<file path="src/hdl/sfcd_pkg.sv">
// Shared types, constants and the byte-wide CRC update for the sensor frame decoder.
// No dependencies; every other file of the block imports this package.
`default_nettype none

package sfcd_pkg;

	localparam int BYTE_W   = 8;
	localparam int WORD_W   = 16;
	localparam int POS_W    = 3;

	localparam logic [WORD_W-1:0] CRC_INIT = 16'hFFFF;
	localparam logic [WORD_W-1:0] CRC_POLY = 16'hA001;

	// Byte positions within a response frame
	localparam logic [POS_W-1:0] POS_HDR_ADDR = 3'd0;
	localparam logic [POS_W-1:0] POS_HUM_HI   = 3'd2;
	localparam logic [POS_W-1:0] POS_HUM_LO   = 3'd3;
	localparam logic [POS_W-1:0] POS_TMP_HI   = 3'd4;
	localparam logic [POS_W-1:0] POS_TMP_LO   = 3'd5;
	localparam logic [POS_W-1:0] POS_CRC_LO   = 3'd6;
	localparam logic [POS_W-1:0] POS_CRC_HI   = 3'd7;

	typedef struct packed {
		logic [BYTE_W-1:0] rx_byte;
		logic              frame_start;
	} in_word_t;

	typedef struct packed {
		logic        [WORD_W-1:0] humidity_tenths;
		logic signed [WORD_W-1:0] temperature_tenths;
		logic                     status;
	} res_word_t;

	// Core to output stage: one decoded frame and its strobe
	typedef struct packed {
		logic      load;
		res_word_t data;
	} res_load_t;

	// Reflected CRC-16, one byte, eight bit steps on a 16-bit value
	function automatic logic [WORD_W-1:0] crc_byte(input logic [WORD_W-1:0] crc,
	                                               input logic [BYTE_W-1:0] b);
		logic [WORD_W-1:0] c;
		c = crc ^ {{(WORD_W-BYTE_W){1'b0}}, b};
		for (int k = 0; k < BYTE_W; k++) begin
			if (c[0]) begin
				c = (c >> 1) ^ CRC_POLY;
			end else begin
				c = c >> 1;
			end
		end
		return c;
	endfunction

endpackage

`default_nettype wire

</file>
<file path="src/hdl/sfcd_in_if.sv">
// Byte channel into the decoder: valid/ready handshake plus one received byte.
// Depends on sfcd_pkg for widths.
`default_nettype none

interface sfcd_in_if
	import sfcd_pkg::*;
();
	logic              valid;
	logic              ready;
	logic [BYTE_W-1:0] rx_byte;
	logic              frame_start;

	modport source (output valid, output rx_byte, output frame_start, input ready);
	modport sink   (input valid, input rx_byte, input frame_start, output ready);
endinterface

`default_nettype wire

</file>
<file path="src/hdl/sfcd_out_if.sv">
// Result channel out of the decoder: valid/ready handshake plus one decoded frame.
// Depends on sfcd_pkg for widths.
`default_nettype none

interface sfcd_out_if
	import sfcd_pkg::*;
();
	logic                     valid;
	logic                     ready;
	logic        [WORD_W-1:0] humidity_tenths;
	logic signed [WORD_W-1:0] temperature_tenths;
	logic                     status;

	modport source (output valid, output humidity_tenths, output temperature_tenths,
	                output status, input ready);
	modport sink   (input valid, input humidity_tenths, input temperature_tenths,
	                input status, output ready);
endinterface

`default_nettype wire

</file>
<file path="src/hdl/sfcd_in_stage.sv">
// Input register of the decoder: holds one accepted byte until the core takes it.
// Depends on sfcd_pkg and sfcd_in_if.
`default_nettype none

module sfcd_in_stage
	import sfcd_pkg::*;
(
	input  wire logic  clk,
	input  wire logic  arst_n,
	sfcd_in_if.sink    rx,
	input  wire logic  take,
	output logic       valid_s1,
	output in_word_t   word_s1
);

	logic valid_q;

	assign rx.ready = !valid_q || take;
	assign valid_s1 = valid_q;

	always_ff @(posedge clk or negedge arst_n) begin
		if (!arst_n) begin
			valid_q <= 1'b0;
		end else if (rx.ready) begin
			valid_q <= rx.valid;
		end
	end

	always_ff @(posedge clk) begin
		if (rx.valid && rx.ready) begin
			word_s1 <= '{rx_byte: rx.rx_byte, frame_start: rx.frame_start};
		end
	end

endmodule

`default_nettype wire

</file>
<file path="src/hdl/sfcd_frame_core.sv">
// Frame position, running CRC and field capture; builds the decoded frame on the last byte.
// Depends on sfcd_pkg.
`default_nettype none

module sfcd_frame_core
	import sfcd_pkg::*;
(
	input  wire logic     clk,
	input  wire logic     arst_n,
	input  wire logic     valid_s1,
	input  wire in_word_t word_s1,
	input  wire logic     out_free,
	output logic          take,
	output res_load_t     res_load
);

	logic [POS_W-1:0]  byte_index_q;
	logic [WORD_W-1:0] crc_q;
	logic [WORD_W-1:0] humidity_q;
	logic [WORD_W-1:0] temperature_q;
	logic [BYTE_W-1:0] crc_low_q;

	logic [POS_W-1:0]  pos;
	logic [WORD_W-1:0] crc_base;
	logic [WORD_W-2:0] mag;
	logic              last;

	// A frame start restarts the frame on this very byte
	assign pos      = word_s1.frame_start ? POS_HDR_ADDR : byte_index_q;
	assign crc_base = word_s1.frame_start ? CRC_INIT : crc_q;
	assign last     = (pos == POS_CRC_HI);
	assign take     = valid_s1 && (!last || out_free);

	assign mag = temperature_q[WORD_W-2:0];

	always_comb begin
		res_load.load                    = take && last;
		res_load.data.humidity_tenths    = humidity_q;
		// Sign-magnitude to two's complement; negative zero comes out as zero
		if (temperature_q[WORD_W-1] && (mag != '0)) begin
			res_load.data.temperature_tenths = -$signed({1'b0, mag});
		end else begin
			res_load.data.temperature_tenths = $signed({1'b0, mag});
		end
		res_load.data.status = (crc_q != {word_s1.rx_byte, crc_low_q});
	end

	always_ff @(posedge clk or negedge arst_n) begin
		if (!arst_n) begin
			byte_index_q  <= '0;
			crc_q         <= CRC_INIT;
			humidity_q    <= '0;
			temperature_q <= '0;
			crc_low_q     <= '0;
		end else if (take) begin
			if (last) begin
				byte_index_q <= '0;
				crc_q        <= CRC_INIT;
			end else begin
				byte_index_q <= pos + 1'b1;
				if (pos <= POS_TMP_LO) begin
					crc_q <= crc_byte(crc_base, word_s1.rx_byte);
				end else begin
					crc_q <= crc_base;
				end
			end
			case (pos)
				POS_HUM_HI: humidity_q[WORD_W-1:BYTE_W]    <= word_s1.rx_byte;
				POS_HUM_LO: humidity_q[BYTE_W-1:0]         <= word_s1.rx_byte;
				POS_TMP_HI: temperature_q[WORD_W-1:BYTE_W] <= word_s1.rx_byte;
				POS_TMP_LO: temperature_q[BYTE_W-1:0]      <= word_s1.rx_byte;
				POS_CRC_LO: crc_low_q                      <= word_s1.rx_byte;
				default: ;
			endcase
		end
	end

endmodule

`default_nettype wire

</file>
<file path="src/hdl/sfcd_out_stage.sv">
// Output register of the decoder: holds one decoded frame until the receiver takes it.
// Depends on sfcd_pkg and sfcd_out_if.
`default_nettype none

module sfcd_out_stage
	import sfcd_pkg::*;
(
	input  wire logic      clk,
	input  wire logic      arst_n,
	input  wire res_load_t res_load,
	output logic           out_free,
	sfcd_out_if.source     res
);

	logic      valid_q;
	res_word_t data_q;

	assign out_free               = !valid_q || res.ready;
	assign res.valid              = valid_q;
	assign res.humidity_tenths    = data_q.humidity_tenths;
	assign res.temperature_tenths = data_q.temperature_tenths;
	assign res.status             = data_q.status;

	always_ff @(posedge clk or negedge arst_n) begin
		if (!arst_n) begin
			valid_q <= 1'b0;
		end else if (out_free) begin
			valid_q <= res_load.load;
		end
	end

	always_ff @(posedge clk) begin
		if (res_load.load) begin
			data_q <= res_load.data;
		end
	end

endmodule

`default_nettype wire

</file>
<file path="src/hdl/sensor_frame_crc_decoder.sv">
// Sensor response frame decoder: CRC-16 check and field extraction, one byte per word.
// Depends on sfcd_pkg, sfcd_in_if, sfcd_out_if, sfcd_in_stage, sfcd_frame_core, sfcd_out_stage.
//
// Usage:
//   rx  : one received frame byte per word, with frame_start high on byte 0 of a frame.
//         Eight bytes make a frame: header (2), humidity (2, big-endian), temperature
//         (2, sign-magnitude), CRC low, CRC high. The CRC covers bytes 0 to 5.
//   res : one word per completed frame: humidity in tenths, temperature in tenths
//         (two's complement), status 0 when the CRC matched and 1 when it did not.
//         A bad CRC still delivers the captured fields.
//   Throughput is one byte per clock while the receiver keeps up: the byte-wide CRC update sits
//   between the input register and the frame state and is combinational.
//   From acceptance of byte 7, the decoded word passes the input register, then the output
//   register, to res.valid.
//   A frame_start mid-frame drops the partial frame; after byte 7 the position wraps and
//   the next byte begins a new frame even without frame_start.
//   Reset clears both registers' valid flags, the byte position and the CRC.
//   When the receiver stalls, the decoded word waits in the output register while bytes
//   of the next frame keep flowing; only the last byte of that next frame waits in the
//   input register, and rx.ready drops only then.
`default_nettype none

module sensor_frame_crc_decoder
	import sfcd_pkg::*;
(
	input  wire logic  clk,
	input  wire logic  arst_n,
	sfcd_in_if.sink    rx,
	sfcd_out_if.source res
);

	logic      valid_s1;
	in_word_t  word_s1;
	logic      take;
	logic      out_free;
	res_load_t res_load;

	// Hold the accepted byte for the core
	sfcd_in_stage u_in (
		.clk      (clk),
		.arst_n   (arst_n),
		.rx       (rx),
		.take     (take),
		.valid_s1 (valid_s1),
		.word_s1  (word_s1)
	);

	// Advance frame position, CRC and captured fields
	sfcd_frame_core u_core (
		.clk      (clk),
		.arst_n   (arst_n),
		.valid_s1 (valid_s1),
		.word_s1  (word_s1),
		.out_free (out_free),
		.take     (take),
		.res_load (res_load)
	);

	// Hold the decoded frame until the receiver takes it
	sfcd_out_stage u_out (
		.clk      (clk),
		.arst_n   (arst_n),
		.res_load (res_load),
		.out_free (out_free),
		.res      (res)
	);

endmodule

`default_nettype wire

</file>
<file path="src/flat_wrapper.sv">
// flat-port wrapper written by rule: the top's interface ports become plain ports
module sensor_frame_crc_decoder_flat import sfcd_pkg::*;
  (clk, arst_n, rx_valid, rx_rx_byte, rx_frame_start, rx_ready, res_valid, res_humidity_tenths, res_temperature_tenths, res_status, res_ready);
  sfcd_in_if rx_i ();
  sfcd_out_if res_i ();
  input  wire logic clk;
  input  wire logic arst_n;
  input wire logic [$bits(rx_i.valid)-1:0] rx_valid;
  input wire logic [$bits(rx_i.rx_byte)-1:0] rx_rx_byte;
  input wire logic [$bits(rx_i.frame_start)-1:0] rx_frame_start;
  output wire logic [$bits(rx_i.ready)-1:0] rx_ready;
  output wire logic [$bits(res_i.valid)-1:0] res_valid;
  output wire logic [$bits(res_i.humidity_tenths)-1:0] res_humidity_tenths;
  output wire logic [$bits(res_i.temperature_tenths)-1:0] res_temperature_tenths;
  output wire logic [$bits(res_i.status)-1:0] res_status;
  input wire logic [$bits(res_i.ready)-1:0] res_ready;
  assign rx_i.valid = rx_valid;
  assign rx_i.rx_byte = rx_rx_byte;
  assign rx_i.frame_start = rx_frame_start;
  assign rx_ready = rx_i.ready;
  assign res_valid = res_i.valid;
  assign res_humidity_tenths = res_i.humidity_tenths;
  assign res_temperature_tenths = res_i.temperature_tenths;
  assign res_status = res_i.status;
  assign res_i.ready = res_ready;
  sensor_frame_crc_decoder u_core (.clk(clk), .arst_n(arst_n), .rx(rx_i), .res(res_i));
endmodule
</file>
<file path="config.mk">
export PLATFORM = sky130hd
export DESIGN_NAME = sensor_frame_crc_decoder_flat
export DESIGN_NICKNAME = d
export VERILOG_FILES = /design/src/hdl/sfcd_pkg.sv /design/src/hdl/sfcd_in_if.sv /design/src/hdl/sfcd_out_if.sv /design/src/hdl/sfcd_in_stage.sv /design/src/hdl/sfcd_frame_core.sv /design/src/hdl/sfcd_out_stage.sv /design/src/hdl/sensor_frame_crc_decoder.sv /design/src/flat_wrapper.sv
export SDC_FILE = /design/constraint.sdc
export NUM_CORES = 1
export LEC_CHECK = 0
export BUFFER_PORTS_ARGS = -buffer_cell sky130_fd_sc_hd__buf_2
export CORE_MARGIN = 4
export CORE_UTILIZATION = 45
export DETAILED_ROUTE_END_ITERATION = 8
export PLACE_DENSITY = 0.73
export SLEW_MARGIN = 20
export SYNTH_ARGS = -nofsm -noshare
export SYNTH_HDL_FRONTEND = slang
export SYNTH_SLANG_ARGS = --single-unit
</file>
<file path="constraint.sdc">
create_clock -name clk -period 2.65 [get_ports clk]
set_clock_uncertainty 0.1 [all_clocks]
set_input_delay 0 -clock clk [delete_from_list [all_inputs] [get_ports clk]]
set_output_delay 0 -clock clk [all_outputs]
set_load 0.02 [all_outputs]
</file>
* After elaboration in Yosys (flattened, before gate mapping)
Index checks and enable logic that the tools add are counted.
Widths: inputs -> output; s select.
** Word-level totals
- Bits in registers :: 103
- Input port bits :: 13
- Output and inout port bits :: 35
- Logic and storage cells :: 85
** Operators by class
- Add/sub/neg operators :: 2
- $lt $le $gt $ge :: 1
- Eq/ne operators :: 7
- Mux-type cells :: 35
- Bitwise operators :: 9
- Reduce and logical (&&, ||, !) cells :: 16
** Operators by type and width (count)
- $mux 16 :: 32
- $not 2->3 :: 8
- $ne 16x16->1 :: 1
- $neg 15->16 :: 1
- $xor 16x8->16 :: 1
- $mux 15 :: 1
- $reduce_bool 15->1 :: 1
- $eq 3x3->1 const B :: 4
- $reduce_and 2->1 :: 5
- $eq 3x2->1 const B :: 2
- $mux 3 :: 2
- $logic_and 1x1->1 :: 4
- $add 3x1->3 const B :: 1
- $le 3x3->1 const B :: 1
- $logic_not 1->1 :: 3
- $logic_or 1x1->1 :: 3

* Depth between registers and ports, before layout
Gate-level depths: netlist of the first run.
- Word-level depth :: 41
- Gate-level depth with buffers :: 12
- Mapped depth without buffers :: 9

* Hierarchy
From an unflattened synthesis of the first run, not the netlist that was laid out.
** Second synthesis, totals
- Cells, all modules :: 339
- Area total of the unflattened synthesis :: 4598.2 µm²
** Modules (own cells, without submodules)
- sfcd_frame_core :: times used 1, cells each 290, area an instance 3235.6 µm², sequential area each 1496.4 µm²
- sfcd_out_stage :: times used 1, cells each 36, area an instance 1038.5 µm², sequential area each 1016.0 µm²
- sfcd_in_stage :: times used 1, cells each 13, area an instance 324.1 µm², sequential area each 295.3 µm²

* Least setup slack after synthesis of the first run
OpenSTA, ideal clock, no wires.
- Path type :: flip-flop to flip-flop
- Start point :: register, netlist name u_core.u_in.word_s1[0]
- End point :: register u_core.u_out.data_q, in the netlist u_core.u_out.res.humidity_tenths[0] (enable)
- Setup time :: 0.388 ns
- Arrival time :: 2.426 ns
- Required time :: 2.162 ns
- Path slack :: -0.263 ns
- Cell stages (with the launch flop) :: 12
- Buffers on the path :: 3
- Period minus slack after synthesis :: 2.913 ns
- Path through :: edfxtp_1 > clkbuf_8 > nand2b_1 > inv_1 > ha_1 > ha_1 > nand3b_1 > and2_1 > clkbuf_1 > nand2_1 > clkbuf_1 > inv_1
** RTL lines
- to (signal assigned) :: RTL line sfcd_out_stage.sv:34 : data_q <= res_load.data;
- to (decl) :: RTL line sfcd_out_stage.sv:16 : res_word_t data_q;

==> results.ini, run 1 <==
[logic_synthesis]
ys_warn_count = 0
synth.cell_area_mm2 = 0.00460
ys_seq_elements = 103
synth.largest_area_cell = edfxtp_1
syn_area_per_cell_um2 = 13.3
yosys-top-cells-area = edfxtp_1, dfrtp_1, mux2_2
yosysMostFrequentCell = dfrtp_1
ys_seq_area_frac = 0.610
synth.top_cell.area_share = 0.274
postSynthCellCount = 347
async_reset_ff_frac = 0.592
synth-edff-count = 42
synth_commonest_cells = dfrtp_1, edfxtp_1, mux2_2
ys.flop_type = dfrtp_1
synth_nets = 367
synth_cell_type_count = 35

[hold_path]
hold_path_class = input pin to async pin

[worst_setup_path]
slowest_stage = or3b_2
worstPathRequired_ps = 2670
crit_path_cell_trace = inv_1 -> ha_1 -> or3b_2 -> nor2_1 -> nand2_1 -> o21ai_4 -> mux2_2
crit_path_start_kind = flip-flop
end_kind = flip-flop
crit_fanout = 10
critPathMaxStageDelay_ps = 470
crit_type = flip-flop to flip-flop
arrival_ps = 2470

[die]
chipHeight_um = 109
rows = 36
die_area_mm2 = 0.0119
core_mm2 = 0.00986
start_util = 0.467
die_w_um = 109
ios = 48

[sta]
hold_viol = 0
fin_crit_ps = 2450
finalSetupTns_ps = 0
rsz0062_at_grt = false
fmax_ghz = 0.409
finalMaxSlewViolations = 0
setup_viol = 0
worstMarginPinSlew_ps = 734
fin_crit_sh = 0.923
slew_headroom = 0.511

[global_routing]
grt_pass1_vias = 2923
grt_pass1_wl_um = 15000
grt_usage = 0.166
grt_remaining_overflow = 0
grt_max_degree = 33
antenna_found_initial = 0

[finish]
final_cell_area_mm2 = 0.00540
n_antenna_cell = 0
drive_above_1_share = 0.336
area_growth_pct = 17.2
fillers = 823
nNetsFinal = 435

[detailed_routing]
viasPerCell = 5.08
drc = 0
ant_nets = 0
vias = 2810
drt_iter0_markers = 95
detail_route.wl_per_cell_um = 16.2
totalWireLength_um = 8960
dr.pass1.iters = 6

[placed_design]
dpl.hpwl_um = 6120
port-buffer-count = 47
gp_congestion = 0.823
placed_cell_area_mm2 = 0.00506

[power_and_ir_drop]
powerDensity_mw_per_mm2 = 886
ir_worst_vdd_mv = 0.678
leakagePower_uw = 0.00226

[clock_tree]
path_clk_slew_ps = 100
cts_buffers = 9
htreeDepth = 3
cts_root_buf = clkbuf_8
cts_tree = yes
cts_sinks = 103
clock_latency_ps = 370
cts_max_path_buffers = 2

[job]
drv_cap = 0

[run_status]
status = finished, final reports clean

## per-stage QoR
stage	hold WS, ps	std cells	total power, uW	setup WS [ps]	utilization
global placement	-3.57	524	3730	230	0.513
detailed placement	-3.11	524	3800	151	0.513
finish	120	553	4780	204	0.547
floorplan	-396	347	3480	5.41	-
CTS	129	553	4780	133	0.546
global route	170	553	5080	33.4	0.547
## final cells by class
class | count | area, um^2 | share of cell area
flip-flops and latches | 103 | 2810 | 0.520
multi-input cells | 220 | 1710 | 0.317
repair buffers | 72 | 480 | 0.0891
well taps | 133 | 166 | 0.0308
clock buffers | 9 | 124 | 0.0230
clock inverters | 7 | 71.3 | 0.0132
inverters | 9 | 37.5 | 0.00696
## critical path, delay by kind of cell (launching register included)
family                     cells  cell delay (ps)
AOI/OAI and AO/OA              1              290
muxes                          1              370
adders and majority gates      1              140
DFF                            1              430
and+or+nand+nor                3              800
buffers and inverters          1               70
## registers in the layout, indices dropped and copies added (netlist names)
signal,cells
u_core.u_out.res.temperature_tenths,16
u_core.u_in.word_s1,9
u_core.u_core.humidity_q,16
u_core.u_out.res.status,1
u_core.u_out.res.valid,1
u_core.u_out.res.humidity_tenths,16
u_core.u_core.byte_index_q,3
u_core.u_core.temperature_q,16
u_core.u_core.crc_q,16
u_core.u_in.valid_s1,1
u_core.u_core.crc_low_q,8
## logic make-up after synthesis
kind of cell	count (synthesis)	synth area share
flip-flops	103	0.610
AND/OR/NAND/NOR	82	0.0843
XOR/XNOR	59	0.119
multiplexers	41	0.100
AO/OA/AOI/OAI	31	0.0408
buffers and inverters	24	0.0272
adder cells (fa/ha/maj)	7	0.0190
## layer usage
| layer | GRT usage | part of all wire |
|---|---|---|
| met1 | 0.211 | 0.43 |
| met2 | 0.284 | 0.51 |
| met3 | 0.0391 | 0.050 |
| met4 | 0.0415 | 0.010 |
| met5 | 0 | 0 |
## path summary, 6_finish.rpt
check                                                         end  depth (start not counted)  slack, ps                            from
setup reg to reg           u_core.u_out.res.temperature_tenths[1]                          7        200  u_core.u_core.temperature_q[0]
setup / recovery           u_core.u_out.res.temperature_tenths[1]                          7        200  u_core.u_core.temperature_q[0]
hold reg to reg               u_core.u_out.res.humidity_tenths[3]                          0        350     u_core.u_core.humidity_q[3]
hold / removal                         u_core.u_core.crc_low_q[7]                          2        120                          arst_n
min in group clk                           u_core.u_in.word_s1[4]                          2        240                   rx_rx_byte[3]
max in group asynchronous                 u_core.u_core.crc_q[10]                          3       1660                          arst_n
## cell usage in the layout, fill, tap and decap left out, drive strengths merged, types with 2 or more instances in the layout
master	synthesis	final
a21oi	8	8
and2	3	3
buf	3	59
clkbuf	12	9
clkinv	0	2
clkinvlp	0	3
dfrtp	45	45
dfstp	16	16
dlygate4sd3	0	13
edfxtp	42	42
ha	7	7
inv	9	10
mux2	41	41
nand2	23	23
nand2b	5	5
nand3	2	2
nor2	26	26
nor2b	4	4
nor3	9	9
nor4	4	4
o211ai	7	7
o21ai	12	12
o41ai	2	2
or4	2	2
xnor2	29	29
xnor3	2	2
xor2	28	28
## power breakdown
part	internal, uW	switching, uW
clock network	438	537
registers	2140	328
logic	728	610
total	3310	1480
## what timing repair did
item / in CTS / in global routing
setup buffers: 0 / 0
hold buffers: 13 / 0
endpoints found under the setup margin: 0 / 1
resized for setup: 0 / 1
hold endpoints to repair: 40 / 0
Power figures use the tool's default switching activity.
==> run 2, diff against run 1 <==
PLACE_DENSITY = 0.66   (was 0.73)
==> run 2 against run 1 <==
  * Non-clock buffer count grew 2
  * Wire length is 1.3% lower
  * Clock-buffer cell count is 1 higher
  * Clock power increased by 9.7%
  * First-iteration DRC count is 7.4% higher
  * Critical path depth did not move
  * Fmax increased by 0.16%
  * Utilization rose by 0.15 points
  * Total power increased by 1.6%
  * Hold slack lost 33 ps
  * Combinational power barely moved
  * Sequential share of layout area decreased by 0.14 points
  * Largest power group unchanged
==> results.ini, run 2 (synthesis gave the netlist of run 1 again) <==
[run_status]
status = finished, final reports clean  ; unchanged

[global_routing]
grt_max_degree = 48  ; was 33
grt_remaining_overflow = 0  ; unchanged
grt_usage = 0.166  ; about the same
antenna_found_initial = 0  ; unchanged
grt_pass1_wl_um = 14800  ; was 15000 um
grt_pass1_vias = 2914  ; was 2923

[clock_tree]
path_clk_slew_ps = 100  ; about the same
clock_latency_ps = 360  ; was 370 ps
cts_buffers = 9  ; unchanged
post_cts_buffers = 0  ; unchanged
cts_tree = yes  ; unchanged
cts_sinks = 103  ; unchanged
htreeDepth = 3  ; unchanged
cts_root_buf = clkbuf_8  ; unchanged
cts_max_path_buffers = 2  ; unchanged

[sta]
finalSetupTns_ps = 0  ; unchanged
rsz0062_at_grt = false  ; unchanged
fmax_ghz = 0.409  ; about the same
hold_viol = 0  ; unchanged
worstMarginPinSlew_ps = 610  ; was 734 ps
slew_headroom = 0.593  ; was 0.511
fin_crit_ps = 2440  ; was 2450 ps
fin_crit_sh = 0.922  ; was 0.923
setup_viol = 0  ; unchanged
finalMaxSlewViolations = 0  ; unchanged

[detailed_routing]
vias = 2775  ; was 2810
totalWireLength_um = 8850  ; was 8960 um
dr.pass1.iters = 4  ; was 6
viasPerCell = 5.00  ; was 5.08
ant_nets = 0  ; unchanged
drc = 0  ; unchanged
drt_iter0_markers = 102  ; was 95
detail_route.wl_per_cell_um = 15.9  ; was 16.2 um

[die]
die_area_mm2 = 0.0119  ; unchanged
core_mm2 = 0.00986  ; unchanged
chipHeight_um = 109  ; unchanged
rows = 36  ; unchanged
die_w_um = 109  ; unchanged
ios = 48  ; unchanged
start_util = 0.467  ; unchanged

[power_and_ir_drop]
comb_power_share = 0.274  ; was 0.280
ir_worst_vdd_mv = 0.624  ; was 0.678 mV
p_int_uw = 3410  ; was 3310 uW
p_sw_frac = 0.298  ; was 0.309
total_power_uw = 4860  ; was 4780 uW
powerDensity_mw_per_mm2 = 898  ; was 886 mW/mm^2
leakagePower_uw = 0.00227  ; was 0.00226 uW
pwr-share-clk = 0.221  ; was 0.204
power_switching_uw = 1450  ; was 1480 uW
seq_power_share = 0.505  ; was 0.516

[worst_setup_path]
crit_fanout = 10  ; unchanged
r2r_slack_ps = 210  ; was 200 ps
crit_type = flip-flop to flip-flop  ; unchanged
arrival_ps = 2460  ; was 2470 ps
rr_endpoint = u_core.u_out.res.temperature_tenths[1]  ; unchanged
critPathMaxStageDelay_ps = 480  ; was 470 ps
path_buf_inv = 1  ; unchanged
r2r-start = u_core.u_core.temperature_q[0]  ; unchanged
end_kind = flip-flop  ; unchanged
path_delay_family = simple AND/OR/NAND/NOR gates  ; unchanged
worstPathRequired_ps = 2670  ; about the same
slowest_stage = or3b_2  ; unchanged
crit_path_cell_trace = inv_1 -> ha_1 -> or3b_2 -> nor2_1 -> nand2_1 -> o21ai_4 -> mux2_2  ; unchanged
crit_path_start_kind = flip-flop  ; unchanged
r2r_cells = 7  ; unchanged

[placed_design]
gp_congestion = 0.885  ; was 0.823
port-buffer-count = 47  ; unchanged
dpl.hpwl_um = 5980  ; was 6120 um
placed_cell_area_mm2 = 0.00506  ; about the same
dp.cells = 527  ; was 524

[finish]
fillers = 792  ; was 823
drive_above_1_share = 0.341  ; was 0.336
layout_common_cells = buf_2, dfrtp_1, edfxtp_1  ; unchanged
nNetsFinal = 437  ; was 435
fin_cells = 555  ; was 553
final_common_cell = buf_2  ; unchanged
n_antenna_cell = 0  ; unchanged
final_cell_area_mm2 = 0.00541  ; was 0.00540 mm^2
area_growth_pct = 17.5  ; was 17.2%

[hold_path]
hold_path_class = input pin to async pin  ; unchanged

[job]
drv_cap = 0  ; unchanged

run 2: cell types whose count changed in the layout (fill, tap and decap cells not counted):
cell	before	now
clkinvlp_4	3	2
inv_6	2	1
buf_12	2	0
buf_4	10	16
inv_8	0	1
buf_2	47	46
bufinv_16	1	2
dlygate4sd3_1	13	12
clkbuf_1	0	1
clkinv_1	1	0
run 2: how the worst max path moves through the flow:
stage | slack [ps] | start | cells past startpoint | end
5_1_grt | 30 | u_core.u_core.temperature_q[0] | 7 | u_core.u_out.res.temperature_tenths[1]
4_1_cts | 130 | u_core.u_core.temperature_q[0] | 7 | u_core.u_out.res.temperature_tenths[1]
6_report | 210 | u_core.u_core.temperature_q[0] | 7 | u_core.u_out.res.temperature_tenths[1]
3_5_place_dp | 140 | u_core.u_core.temperature_q[0] | 7 | u_core.u_out.res.temperature_tenths[1]
3_3_place_gp | 220 | u_core.u_core.temperature_q[0] | 7 | u_core.u_out.res.temperature_tenths[1]
2_1_floorplan | 5 | u_core.u_in.word_s1[0] | 10 | u_core.u_out.res.humidity_tenths[0]
run 2: cell type report:
cell class                 instances  area, um^2  area share
tap                              133         166      0.0308
timing repair buffer              74         470      0.0870
inverter                           9        37.5     0.00694
multi-input combinational        220        1710       0.316
sequential                       103        2810       0.519
clock buffer                      10         128      0.0236
clock inverter                     6        92.6      0.0171
run 2: layer usage:
metal	share of wire	vias to the layer above	track usage
met3	0.031	13	0.0320
met1	0.47	1361	0.214
met4	0.025	0	0.0703
met2	0.48	59	0.274
met5	0	-	0
li1	-	1342	-
run 2: power groups by stage:
stage	sequential [uW]	clock (uW)	combinational [uW]
floorplan	2370	0	1120
global placement	2460	0	1270
detailed placement	2480	0	1310
CTS	2450	1100	1330
global route	2510	1180	1480
finish	2460	1070	1330
run 2: through the flow:
step,hold slack (ps),util,setup slack [ps]
6_report,86.8,0.548,208
5_1_grt,133,0.548,32.0
4_1_cts,215,0.547,130
3_5_place_dp,78.1,0.513,136
3_3_place_gp,77.0,0.513,218
2_1_floorplan,-396,-,5.41
run 2: worst register-to-register path: stages, from the launching register on:
cell,delay (ps)
dfrtp_1,420
inv_1,70
ha_1,140
or3b_2,480
nor2_1,180
nand2_1,140
o21ai_4,280
mux2_2,380
run 2: repair_timing:
| item | in CTS | in global routing |
|---|---|---|
| resized for setup | 0 | 1 |
| hold buffers | 12 | 0 |
| setup endpoints to repair | 0 | 1 |
| hold endpoints to repair | 56 | 0 |
==> run 3, diff against run 2 <==
CORE_MARGIN = 1.5   (was 4)
SLEW_MARGIN = 0   (was 20)
SYNTH_HIERARCHICAL = 1   (was unset)
==> run 3 against run 2 <==
  * Utilization down 0.36 points
  * Area after synthesis down 0.11%
  * Synthesized cell count down 2.3%
  * Combinational power up 6%
  * Die area down 9.0%
  * Sequential share of layout area up 0.34 points
  * Sequential power up 2%
  * Register-to-register slack worse by 40 ps
==> results.ini, run 3 <==
[die]
die_area_mm2 = 0.0108  ; was 0.0119 mm^2
chipHeight_um = 104  ; was 109 um
rows = 36  ; unchanged
start_util = 0.466  ; was 0.467
die_w_um = 104  ; was 109 um
ios = 48  ; unchanged
core_mm2 = 0.00986  ; unchanged

[sta]
fmax_ghz = 0.403  ; was 0.409 GHz
finalSetupTns_ps = 0  ; unchanged
fin_crit_ps = 2480  ; was 2440 ps
slew_headroom = 0.697  ; was 0.593
finalMaxSlewViolations = 0  ; unchanged
setup_viol = 0  ; unchanged
hold_viol = 0  ; unchanged
worstMarginPinSlew_ps = 452  ; was 610 ps
fin_crit_sh = 0.936  ; was 0.922
rsz0062_at_grt = false  ; unchanged

[worst_setup_path]
r2r_slack_ps = 170  ; was 210 ps
arrival_ps = 2630  ; was 2460 ps
r2r_cells = 9  ; was 7
worstPathRequired_ps = 2800  ; was 2670 ps
crit_fanout = 8  ; was 10
r2r-start = u_core/u_in/word_s1[0]  ; was u_core.u_core.temperature_q[0]
crit_path_start_kind = flip-flop  ; unchanged
crit_type = flip-flop to flip-flop  ; unchanged
end_kind = flip-flop  ; unchanged
rr_endpoint = u_core/u_core/humidity_q[7]  ; was u_core.u_out.res.temperature_tenths[1]

[finish]
area_growth_pct = 16.9  ; was 17.5%
drive_above_1_share = 0.343  ; was 0.341
final_common_cell = buf_2  ; unchanged
n_antenna_cell = 0  ; unchanged
fin_cells = 544  ; was 555
nNetsFinal = 426  ; was 437
final_cell_area_mm2 = 0.00538  ; was 0.00541 mm^2
fillers = 847  ; was 792
layout_common_cells = buf_2, dfrtp_1, edfxtp_1  ; unchanged

[global_routing]
grt_pass1_wl_um = 14400  ; was 14800 um
grt_pass1_vias = 2739  ; was 2914
grt_usage = 0.173  ; was 0.166
antenna_found_initial = 0  ; unchanged
grt_max_degree = 35  ; was 48
grt_remaining_overflow = 0  ; unchanged

[detailed_routing]
routed.top_layer = met4  ; unchanged
wl_met1_um = 4260  ; was 4120 um
totalWireLength_um = 8840  ; was 8850 um
drc = 0  ; unchanged
dr.pass1.iters = 4  ; unchanged
detail_route.wl_per_cell_um = 16.3  ; was 15.9 um
met3WireLength_um = 308  ; was 272 um
drt_iter0_markers = 119  ; was 102
viasPerCell = 5.05  ; was 5.00
ant_nets = 0  ; unchanged
wl_met2_um = 4140  ; was 4230 um
vias = 2746  ; was 2775

[clock_tree]
htreeDepth = 3  ; unchanged
path_clk_slew_ps = 110  ; was 100 ps
cts_max_path_buffers = 2  ; unchanged
cts_sinks = 103  ; unchanged
cts_root_buf = clkbuf_8  ; unchanged
cts_tree = yes  ; unchanged
cts_buffers = 9  ; unchanged
clock_latency_ps = 370  ; was 360 ps

[power_and_ir_drop]
p_sw_frac = 0.301  ; was 0.298
seq_power_share = 0.511  ; was 0.505
power_switching_uw = 1490  ; was 1450 uW
pwr-share-clk = 0.203  ; was 0.221
powerDensity_mw_per_mm2 = 916  ; was 898 mW/mm^2
leakagePower_uw = 0.00225  ; was 0.00227 uW
comb_power_share = 0.285  ; was 0.274
ir_worst_vdd_mv = 0.340  ; was 0.624 mV
p_int_uw = 3440  ; was 3410 uW

[logic_synthesis]
synth_cell_type_count = 40  ; was 35
synth.cell_area_mm2 = 0.00460  ; about the same
synth-edff-count = 42  ; unchanged
synth_nets = 359  ; was 367
ys_seq_elements = 103  ; unchanged
synth_commonest_cells = dfrtp_1, edfxtp_1, mux2_2  ; unchanged
synth.largest_area_cell = edfxtp_1  ; unchanged
ys_seq_area_frac = 0.611  ; was 0.610
yosysMostFrequentCell = dfrtp_1  ; unchanged
synth.top_cell.area_share = 0.274  ; about the same
postSynthCellCount = 339  ; was 347
async_reset_ff_frac = 0.592  ; unchanged
syn_area_per_cell_um2 = 13.6  ; was 13.3 um^2
ys_warn_count = 6  ; was 0
yosys-top-cells-area = edfxtp_1, dfrtp_1, mux2_2  ; unchanged
ys.flop_type = dfrtp_1  ; unchanged

[hold_path]
hold_path_class = input pin to async pin  ; unchanged

[run_status]
status = finished, final reports clean  ; unchanged

[placed_design]
port-buffer-count = 47  ; unchanged
placed_cell_area_mm2 = 0.00505  ; was 0.00506 mm^2
dpl.hpwl_um = 6050  ; was 5980 um
gp_congestion = 0.843  ; was 0.885
dp.cells = 516  ; was 527

[job]
drv_cap = 0  ; unchanged

run 3: cell types whose count changed after synthesis, sizes merged, moves of 4 or more:
cell    change
a21oi       -7
nand2b      +4
nor2        -8
nor3        -4
o31ai       +4
xnor2       +5
xor2        -4
run 3: per-stage QoR:
step	util	hold WS (ps)	setup slack, ps	power (uW)
floorplan	-	-396	23.0	3620
global placement	0.512	-117	217	3890
detailed placement	0.512	-117	182	3940
CTS	0.544	26.3	168	4940
global route	0.545	39.3	32.3	5200
finish	0.545	9.45	170	4930
run 3: repair_timing:
item                                    4_1_cts  5_1_grt
gates resized for setup                       0        1
hold buffers                                 12        0
setup buffers                                 0        0
endpoints found under the hold margin        67        0
endpoints found under the setup margin        0        4
run 3: logic make-up (layout without fill, tap and decap cells):
| group | after synthesis | after routing | share of synthesized area |
|---|---|---|---|
| AO/OA/AOI/OAI | 33 | 33 | 0.0493 |
| buffers and inverters | 25 | 97 | 0.0234 |
| adder cells (fa/ha/maj) | 7 | 7 | 0.0190 |
| AND/OR/NAND/NOR | 71 | 71 | 0.0795 |
| XOR/XNOR | 60 | 60 | 0.120 |
| multiplexers | 40 | 40 | 0.0980 |
| flip-flops | 103 | 103 | 0.611 |
run 3: worst max-delay path, cell delays in order (launching register included):
cell	delay [ps]
edfxtp_1	450
nand2b_1	220
inv_1	110
ha_1	200
ha_1	210
inv_1	80
o21ai_2	220
inv_1	120
nand2_1	290
mux2_2	380
run 3: power groups by stage:
stage / sequential, uW / combinational [uW] / clock (uW)
global placement: 2540 / 1350 / 0
global route: 2570 / 1540 / 1090
CTS: 2520 / 1410 / 1020
finish: 2520 / 1410 / 1000
detailed placement: 2550 / 1390 / 0
floorplan: 2430 / 1200 / 0
run 3: cell type report:
cell class	count	area [um^2]	share of cell area
clock buffers	12	145	0.0270
inverters	8	33.8	0.00628
well taps	133	166	0.0310
flip-flops and latches	103	2810	0.522
repair buffers	73	473	0.0880
clock inverters	4	52.6	0.00978
multi-input cells	211	1700	0.316
run 3: worst max path at each step:
stage / cells past startpoint / slack [ps] / end / start
5_1_grt: 9 / 30 / u_core/u_core/humidity_q[7] / u_core/u_in/word_s1[0]
2_1_floorplan: 9 / 20 / u_core/u_out/res.humidity_tenths[0] / u_core/u_in/word_s1[0]
3_5_place_dp: 9 / 180 / u_core/u_core/humidity_q[11] / u_core/u_in/word_s1[0]
3_3_place_gp: 5 / 220 / u_core/u_out/res.temperature_tenths[4] / u_core/u_core/temperature_q[3]
6_report: 9 / 170 / u_core/u_core/humidity_q[7] / u_core/u_in/word_s1[0]
4_1_cts: 9 / 170 / u_core/u_core/humidity_q[11] / u_core/u_in/word_s1[0]
run 3: per-layer routing:
layer  global-route usage  vias to the layer above
met1                0.244                     1361
met2                0.268                       67
li1                     -                     1309
met4               0.0635                        0
met3               0.0313                        9
met5                    0                        -
